File: src/design/lfp_pkg.sv
// Package: pool size, codes and item types for the linked list free pool.
`timescale 1ns / 1ps

package lfp_pkg;

	localparam int POOL_NODES = 16;
	localparam int IDX_W      = $clog2(POOL_NODES);
	localparam int LINK_W     = IDX_W + 1;
	localparam logic [LINK_W-1:0] NIL = LINK_W'(POOL_NODES);

	localparam int ID_W    = 32;
	localparam int GRADE_W = 32;
	localparam int DATA_W  = ID_W + GRADE_W;

	localparam logic [1:0] OP_INSERT = 2'd0;
	localparam logic [1:0] OP_DELETE = 2'd1;
	localparam logic [1:0] OP_READ   = 2'd2;

	localparam logic [1:0] ST_OK     = 2'd0;
	localparam logic [1:0] ST_FULL   = 2'd1;
	localparam logic [1:0] ST_EMPTY  = 2'd2;
	localparam logic [1:0] ST_NOSUCC = 2'd3;

	typedef struct packed {
		logic [1:0]             operation;
		logic                   at_head;
		logic [IDX_W-1:0]       node_index;
		logic signed [ID_W-1:0] item_id;
		logic [GRADE_W-1:0]     item_grade;
	} cmd_t;

	typedef struct packed {
		logic [1:0]             status;
		logic [IDX_W-1:0]       touched_node;
		logic signed [ID_W-1:0] read_id;
		logic [GRADE_W-1:0]     read_grade;
		logic [IDX_W-1:0]       read_next;
		logic                   read_next_valid;
		logic [IDX_W-1:0]       head_index;
		logic                   list_empty;
		logic                   pool_full;
	} res_t;

	function automatic logic is_node(input logic [LINK_W-1:0] p);
		return p < NIL;
	endfunction

endpackage

File: src/design/linked_list_free_pool_top.sv
// Linked list over a fixed node pool with a free chain; insert, delete and read.
// Takes one item per clock when not stalled and returns one result item per item
// through an input register, then an update step in which the link registers, the
// list and free heads and the id/grade RAM are updated or read, then the result
// register. The whole link table sits in flip-flops so that every operation reads
// and rewrites its links in that update step. Input stalls only when an item waits
// behind a held result, so a new item can enter while a result waits to be taken.
`timescale 1ns / 1ps

module linked_list_free_pool_top
	import lfp_pkg::*;
(
	input  logic clk,
	input  logic arst_n,
	input  logic cmd_valid,
	output logic cmd_stall,
	input  cmd_t cmd,
	output logic res_valid,
	input  logic res_stall,
	output res_t res
);

	logic              cmd_v_s1;
	cmd_t              cmd_s1;
	logic              res_v_s2;
	res_t              res_s2;
	logic              rd_s2;

	logic [LINK_W-1:0] links_q [POOL_NODES];
	logic [LINK_W-1:0] links_d [POOL_NODES];
	logic [LINK_W-1:0] head_q, head_d;
	logic [LINK_W-1:0] free_q, free_d;

	logic              adv_out, take, commit;
	logic [IDX_W-1:0]  g;
	logic [LINK_W-1:0] lnk_fh, lnk_g, lnk_lh, lnk_lg;
	logic [1:0]        status;
	logic [IDX_W-1:0]  touched;
	logic [IDX_W-1:0]  rnext;
	logic              rvalid, rd_ok, ram_we;
	logic [DATA_W-1:0] ram_q;

	assign adv_out   = !res_v_s2 || !res_stall;
	assign commit    = cmd_v_s1 && adv_out;
	assign cmd_stall = cmd_v_s1 && !adv_out;
	assign take      = cmd_valid && !cmd_stall;

	always_ff @(posedge clk or negedge arst_n) begin
		if (!arst_n) begin
			cmd_v_s1 <= 1'b0;
		end else if (take) begin
			cmd_v_s1 <= 1'b1;
		end else if (commit) begin
			cmd_v_s1 <= 1'b0;
		end
	end

	always_ff @(posedge clk) begin
		if (take) begin
			cmd_s1 <= cmd;
		end
	end

	assign g      = cmd_s1.node_index;
	assign lnk_fh = links_q[free_q[IDX_W-1:0]];
	assign lnk_lh = links_q[head_q[IDX_W-1:0]];
	assign lnk_g  = links_q[g];
	assign lnk_lg = links_q[lnk_g[IDX_W-1:0]];

	always_comb begin
		logic g_ok;
		g_ok    = is_node({1'b0, g});
		links_d = links_q;
		head_d  = head_q;
		free_d  = free_q;
		status  = ST_OK;
		touched = '0;
		rnext   = '0;
		rvalid  = 1'b0;
		rd_ok   = 1'b0;
		ram_we  = 1'b0;
		case (cmd_s1.operation)
			OP_INSERT: begin
				if (!is_node(free_q)) begin
					status = ST_FULL;
				end else if (!cmd_s1.at_head && !g_ok) begin
					status = ST_NOSUCC;
				end else begin
					free_d  = lnk_fh;
					ram_we  = 1'b1;
					touched = free_q[IDX_W-1:0];
					if (cmd_s1.at_head) begin
						links_d[free_q[IDX_W-1:0]] = head_q;
						head_d = free_q;
					end else begin
						// given == new node leaves a self loop, as the C order does
						links_d[free_q[IDX_W-1:0]] = lnk_g;
						links_d[g] = free_q;
					end
				end
			end
			OP_DELETE: begin
				if (!is_node(head_q)) begin
					status = ST_EMPTY;
				end else if (cmd_s1.at_head) begin
					head_d  = lnk_lh;
					links_d[head_q[IDX_W-1:0]] = free_q;
					free_d  = head_q;
					touched = head_q[IDX_W-1:0];
				end else if (!g_ok || !is_node(lnk_g)) begin
					status = ST_NOSUCC;
				end else begin
					links_d[g] = lnk_lg;
					links_d[lnk_g[IDX_W-1:0]] = free_q;
					free_d  = lnk_g;
					touched = lnk_g[IDX_W-1:0];
				end
			end
			OP_READ: begin
				if (g_ok) begin
					rd_ok = 1'b1;
					if (is_node(lnk_g)) begin
						rnext  = lnk_g[IDX_W-1:0];
						rvalid = 1'b1;
					end
				end
			end
			default: begin
			end
		endcase
	end

	always_ff @(posedge clk or negedge arst_n) begin
		if (!arst_n) begin
			for (int i = 0; i < POOL_NODES; i++) begin
				links_q[i] <= (i == POOL_NODES - 1) ? NIL : LINK_W'(i + 1);
			end
			head_q <= NIL;
			free_q <= '0;
		end else if (commit) begin
			links_q <= links_d;
			head_q  <= head_d;
			free_q  <= free_d;
		end
	end

	lfp_ram #(
		.WIDTH(DATA_W),
		.DEPTH(POOL_NODES)
	) u_data_ram (
		.clk  (clk),
		.we   (commit && ram_we),
		.waddr(free_q[IDX_W-1:0]),
		.wdata({cmd_s1.item_id, cmd_s1.item_grade}),
		.re   (commit && rd_ok),
		.raddr(g),
		.rdata(ram_q)
	);

	always_ff @(posedge clk or negedge arst_n) begin
		if (!arst_n) begin
			res_v_s2 <= 1'b0;
		end else if (commit) begin
			res_v_s2 <= 1'b1;
		end else if (!res_stall) begin
			res_v_s2 <= 1'b0;
		end
	end

	always_ff @(posedge clk) begin
		if (commit) begin
			rd_s2                  <= rd_ok;
			res_s2.status          <= status;
			res_s2.touched_node    <= touched;
			res_s2.read_id         <= '0;
			res_s2.read_grade      <= '0;
			res_s2.read_next       <= rnext;
			res_s2.read_next_valid <= rvalid;
			res_s2.head_index      <= is_node(head_d) ? head_d[IDX_W-1:0] : '0;
			res_s2.list_empty      <= !is_node(head_d);
			res_s2.pool_full       <= !is_node(free_d);
		end
	end

	// RAM output holds while the result waits: no new read without a commit
	always_comb begin
		res = res_s2;
		if (rd_s2) begin
			res.read_id    = ram_q[DATA_W-1:GRADE_W];
			res.read_grade = ram_q[GRADE_W-1:0];
		end
	end

	assign res_valid = res_v_s2;

endmodule

File: src/design/lfp_ram.sv
// Generic single-write, single-read RAM with registered read data.
`timescale 1ns / 1ps

module lfp_ram #(
	parameter int WIDTH = 8,
	parameter int DEPTH = 16
) (
	input  logic                     clk,
	input  logic                     we,
	input  logic [$clog2(DEPTH)-1:0] waddr,
	input  logic [WIDTH-1:0]         wdata,
	input  logic                     re,
	input  logic [$clog2(DEPTH)-1:0] raddr,
	output logic [WIDTH-1:0]         rdata
);

	logic [WIDTH-1:0] mem_q [DEPTH];

	always_ff @(posedge clk) begin
		if (we) begin
			mem_q[waddr] <= wdata;
		end
		if (re) begin
			rdata <= mem_q[raddr];
		end
	end

endmodule

File: config.mk
export PLATFORM = sky130hd
export DESIGN_NAME = linked_list_free_pool_top
export DESIGN_NICKNAME = d
export VERILOG_FILES = /design/src/design/lfp_pkg.sv /design/src/design/linked_list_free_pool_top.sv /design/src/design/lfp_ram.sv
export SDC_FILE = /design/constraint.sdc
export NUM_CORES = 2
export LEC_CHECK = 0
export BUFFER_PORTS_ARGS = -buffer_cell sky130_fd_sc_hd__buf_2
export CAP_MARGIN = 40
export CELL_PAD_IN_SITES_DETAIL_PLACEMENT = 1
export CELL_PAD_IN_SITES_GLOBAL_PLACEMENT = 1
export CORE_MARGIN = 10
export CORE_UTILIZATION = 54
export CTS_CLUSTER_SIZE = 30
export DETAILED_ROUTE_END_ITERATION = 8
export GPL_TIMING_DRIVEN = 0
export HOLD_SLACK_MARGIN = 0.02
export PLACE_DENSITY_LB_ADDON = 0.1
export SETUP_SLACK_MARGIN = 0.05
export SKIP_LAST_GASP = 1
export SYNTH_ARGS = -nofsm -noshare
export SYNTH_HDL_FRONTEND = slang
export SYNTH_SLANG_ARGS = --single-unit
File: constraint.sdc
create_clock -name clk -period 7.2 [get_ports clk]
set_input_delay 0.72 -clock clk [delete_from_list [all_inputs] [get_ports clk]]
set_output_delay 0.72 -clock clk [all_outputs]
set_load 0.01 [all_outputs]
==> impl_metrics.tcl <==
set metrics [dict create \
    outcome "finished, final reports clean" \
    cts_num_sinks 1269 \
    worstPathCellList "buf_1, nand2b_1, o22a_1, o21a_1, buf_4, nor2_1, o21ai_1, nand4_2, buf_2, nor4_1, o21ai_0, a21oi_1" \
    dpl_cell_area_um2 60200 \
    rows 116 \
    synth-seq-cells 1269 \
    io_pins 158 \
    skew_ns 0.0283 \
    fp.dieH_um 338 \
    first_global_vias 38188 \
    area_growth_pct 18.1 \
    syn-num-nets 3108 \
    synth_fa_ha_area_share_pct 0 \
    rsz0062_at_grt "false" \
    ys_async_sr_fraction_pct 7.25 \
    drive_gt1_share_pct 30.3 \
    cts.repair.resized 0 \
    vias 37577 \
    ys_warn_count 0 \
    ys_seq_area_share_pct 68.9 \
    cp-start-kind "flip-flop" \
    synth_compound_gate_area_share_pct 7.86 \
    clk_pin_slew_worst_paths_ns 0.07 \
    wl_um 227000 \
    synthSimpleGateAreaFrac_pct 5.02 \
    cpPeakStageDelay_ns 0.66 \
    nFillCells 8482 \
    coreArea_um2 100000 \
    cts_buffers 131 \
    fin_crit_ns 4.96 \
    min_period_over_period_pct 68.9 \
    synth.avg_cell_area_um2 18.0 \
    synthMuxAreaShare_pct 16.3 \
    htree_num_levels 4 \
    critical-path-top-delay-family "simple AND/OR/NAND/NOR gates" \
    leakagePower_nw 20.8 \
    critPathBufInv 3 \
    cp_slowest_cell "buf_1" \
    r2r_slack_ns 2.24 \
    p_per_area_nw_per_um2 304 \
    wire_per_inst_um 45.7 \
    insertion_delay_ns 0.77 \
    finalPower_mw 19.6 \
    endpoint_kind "flip-flop" \
    holdPathStages 1 \
    hpwl_um 147000 \
    die_w_um 338 \
    die_area_um2 114000 \
    start_util_pct 54.6 \
    whs_ns 0.133 \
    cts_root_buffer "clkbuf_16" \
    final_area_um2 64600 \
    final-seq-area_um2 37700 \
    via_per_inst 7.55 \
    drt_iter0_drc 6245 \
    hold_violations 0 \
    hp-class "input port to flip-flop" \
    ys.flop_type "edfxtp_1" \
    antenna_found_initial 7 \
    ir_worst_vdd_v 0.000324 \
    first_pass_iters 9 \
    placed_cells 4727 \
    syn_area_um2 54700 \
    place.gp.congestion 1.07 \
    drc 0 \
    drv_slew 0 \
    stdcell_count 4974 \
    synth_edf_count 1177 \
    cts_tree "yes" \
    cts.path.max_buffers 3 \
    fmaxAchievable_mhz 201 \
    tightest_slew_ns 1.01 \
    grt_overflow 0 \
    setup_viol 0 \
    drv_cap 0 \
    crit_arrival_ns 5.56 \
    grt_max_degree 53 \
    fin_setup_tns_ns 0 \
    ys_types 85 \
    multiInputGateArea_um2 16100 \
    final_nets 3588 \
    grt_usage_pct 39.3 \
    synth_top_family_by_area "multiplexers" \
    path_max_fanout 10 \
    grt_pass1_wl_um 316000 \
    antenna_left 0 \
    max-slew-margin-rel_pct 32.5 \
    numPortBuffers 157 \
    hold_end "cmd_s1[36]$_DFFE_PP_" \
    hp-start "cmd[36]" \
    synth_xor_area_share_pct 0 \
    reg2reg_from "g[3]$_DFFE_PP_" \
    synthCells 3033 \
    critPathRequiredTime_ns 7.79 \
    timing.rr.end "links_q[79]$_DFFE_PN0P_" \
    reg2regPathDepth 12 \
    worstSetupPathType "flip-flop to flip-flop" \
]
[routing by layer]
layer	vias to the layer above	track usage [%]	part of all wire, %
li1	13680	-	-
met1	19557	50.4	35
met2	3540	60.9	47
met3	792	9.43	11
met4	8	23.2	7.0
met5	-	0	0.023
[state kept, by name, summed over array words and instances, names as in the netlist]
register,flops
u_data_ram.rdata,64
free_q,5
cmd_s1,67
res,17
u_data_ram.mem_q,1024
rd_s2,1
g,4
head_q,5
cmd_v_s1,1
res_valid,1
links_q,80
[layout by cell type (no fill, tap or decap), drive strengths merged, types with 10 or more instances in the layout]
cell type  netlist  routed
edfxtp        1177    1177
a221o           16      16
mux2            11      11
clkbuf         141     314
a21o            16      16
bufinv           0      10
a31oi           34      34
nor3            59      59
a21oi           82      82
inv             12      20
mux4           387     387
nand2          146     146
nand2b          14      14
clkinv           0      42
dfstp           34      34
nor2b           24      24
a222oi          47      47
buf             87     432
nor3b           11      11
dfrtp           58      58
o21ai           65      65
nor2           160     160
and2            80      80
nand3           45      45
a211oi          32      32
o31ai           51      51
a221oi          46      46
o22ai           72      72
a22oi           36      36
[kinds of logic (layout without fill, tap and decap cells)]
family,count (synthesis),count (layout)
flip-flops,1269,1269
AND/OR/NAND/NOR,565,565
AO/OA/AOI/OAI,553,553
multiplexers,406,406
buffers and inverters,240,822
other,0,2
[area by class of cell]
cell class	instances	area share, %
tap	1357	2.63
sequential	1269	58.3
clock inverter	62	1.11
inverter	12	0.0697
timing repair buffer	347	5.82
multi-input combinational	1524	24.9
clock buffer	173	5.57
buffer	228	1.59
antenna	2	0.00774
[report_power, final]
part | internal [mW] | total [mW] | switching, mW
registers | 8.39 | 8.78 | 0.386
clock network | 3.93 | 7.03 | 3.10
logic | 1.24 | 3.83 | 2.59
[synth_stat cells, drive strengths merged, types with 11 or more instances]
cell       n  share of area [%]
edfxtp  1177                 65
mux4     387                 16
nor2     160                1.1
nand2    146                1.0
clkbuf   141               0.97
buf       87               0.90
a21oi     82               0.77
and2      80               0.91
o22ai     72               0.83
o21ai     65               0.66
nor3      59               0.60
dfrtp     58                2.7
o31ai     51               0.78
a222oi    47               0.86
a221oi    46               0.89
nand3     45               0.42
a22oi     36               0.56
a31oi     34               0.43
dfstp     34                1.6
a211oi    32               0.44
nor2b     24               0.27
a21o      16               0.22
a221o     16               0.29
nand2b    14               0.16
inv       12              0.082
mux2      11               0.23
nor3b     11               0.15
[how the worst max path moves through the flow]
stage | from | end | slack [ns] | cells past startpoint
after floorplan | res_stall | u_data_ram.rdata[0]$_DFFE_PP_ | 1.23 | 4
after global placement | res_stall | u_data_ram.rdata[7]$_DFFE_PP_ | -5.61 | 5
after detailed placement | g[3]$_DFFE_PP_ | links_q[79]$_DFFE_PN0P_ | 2.48 | 12
after CTS | g[3]$_DFFE_PP_ | links_q[79]$_DFFE_PN0P_ | 2.39 | 12
after global routing | g[3]$_DFFE_PP_ | links_q[79]$_DFFE_PN0P_ | 2.29 | 12
final | g[3]$_DFFE_PP_ | links_q[79]$_DFFE_PN0P_ | 2.24 | 12
[stage by stage]
step	setup slack, ns	util, %
global placement	-5.61	57.0
finish	2.24	64.5
CTS	2.39	64.4
floorplan	1.23	-
detailed placement	2.48	60.0
global route	2.29	64.4
[timing repair]
| action | 4_1_cts | 5_1_grt |
|---|---|---|
| buffers inserted | 0 | 0 |
| endpoints found under the hold margin | 24 | 0 |
| hold buffers | 1 | 0 |
No activity file was read; power rests on OpenSTA's default activity.
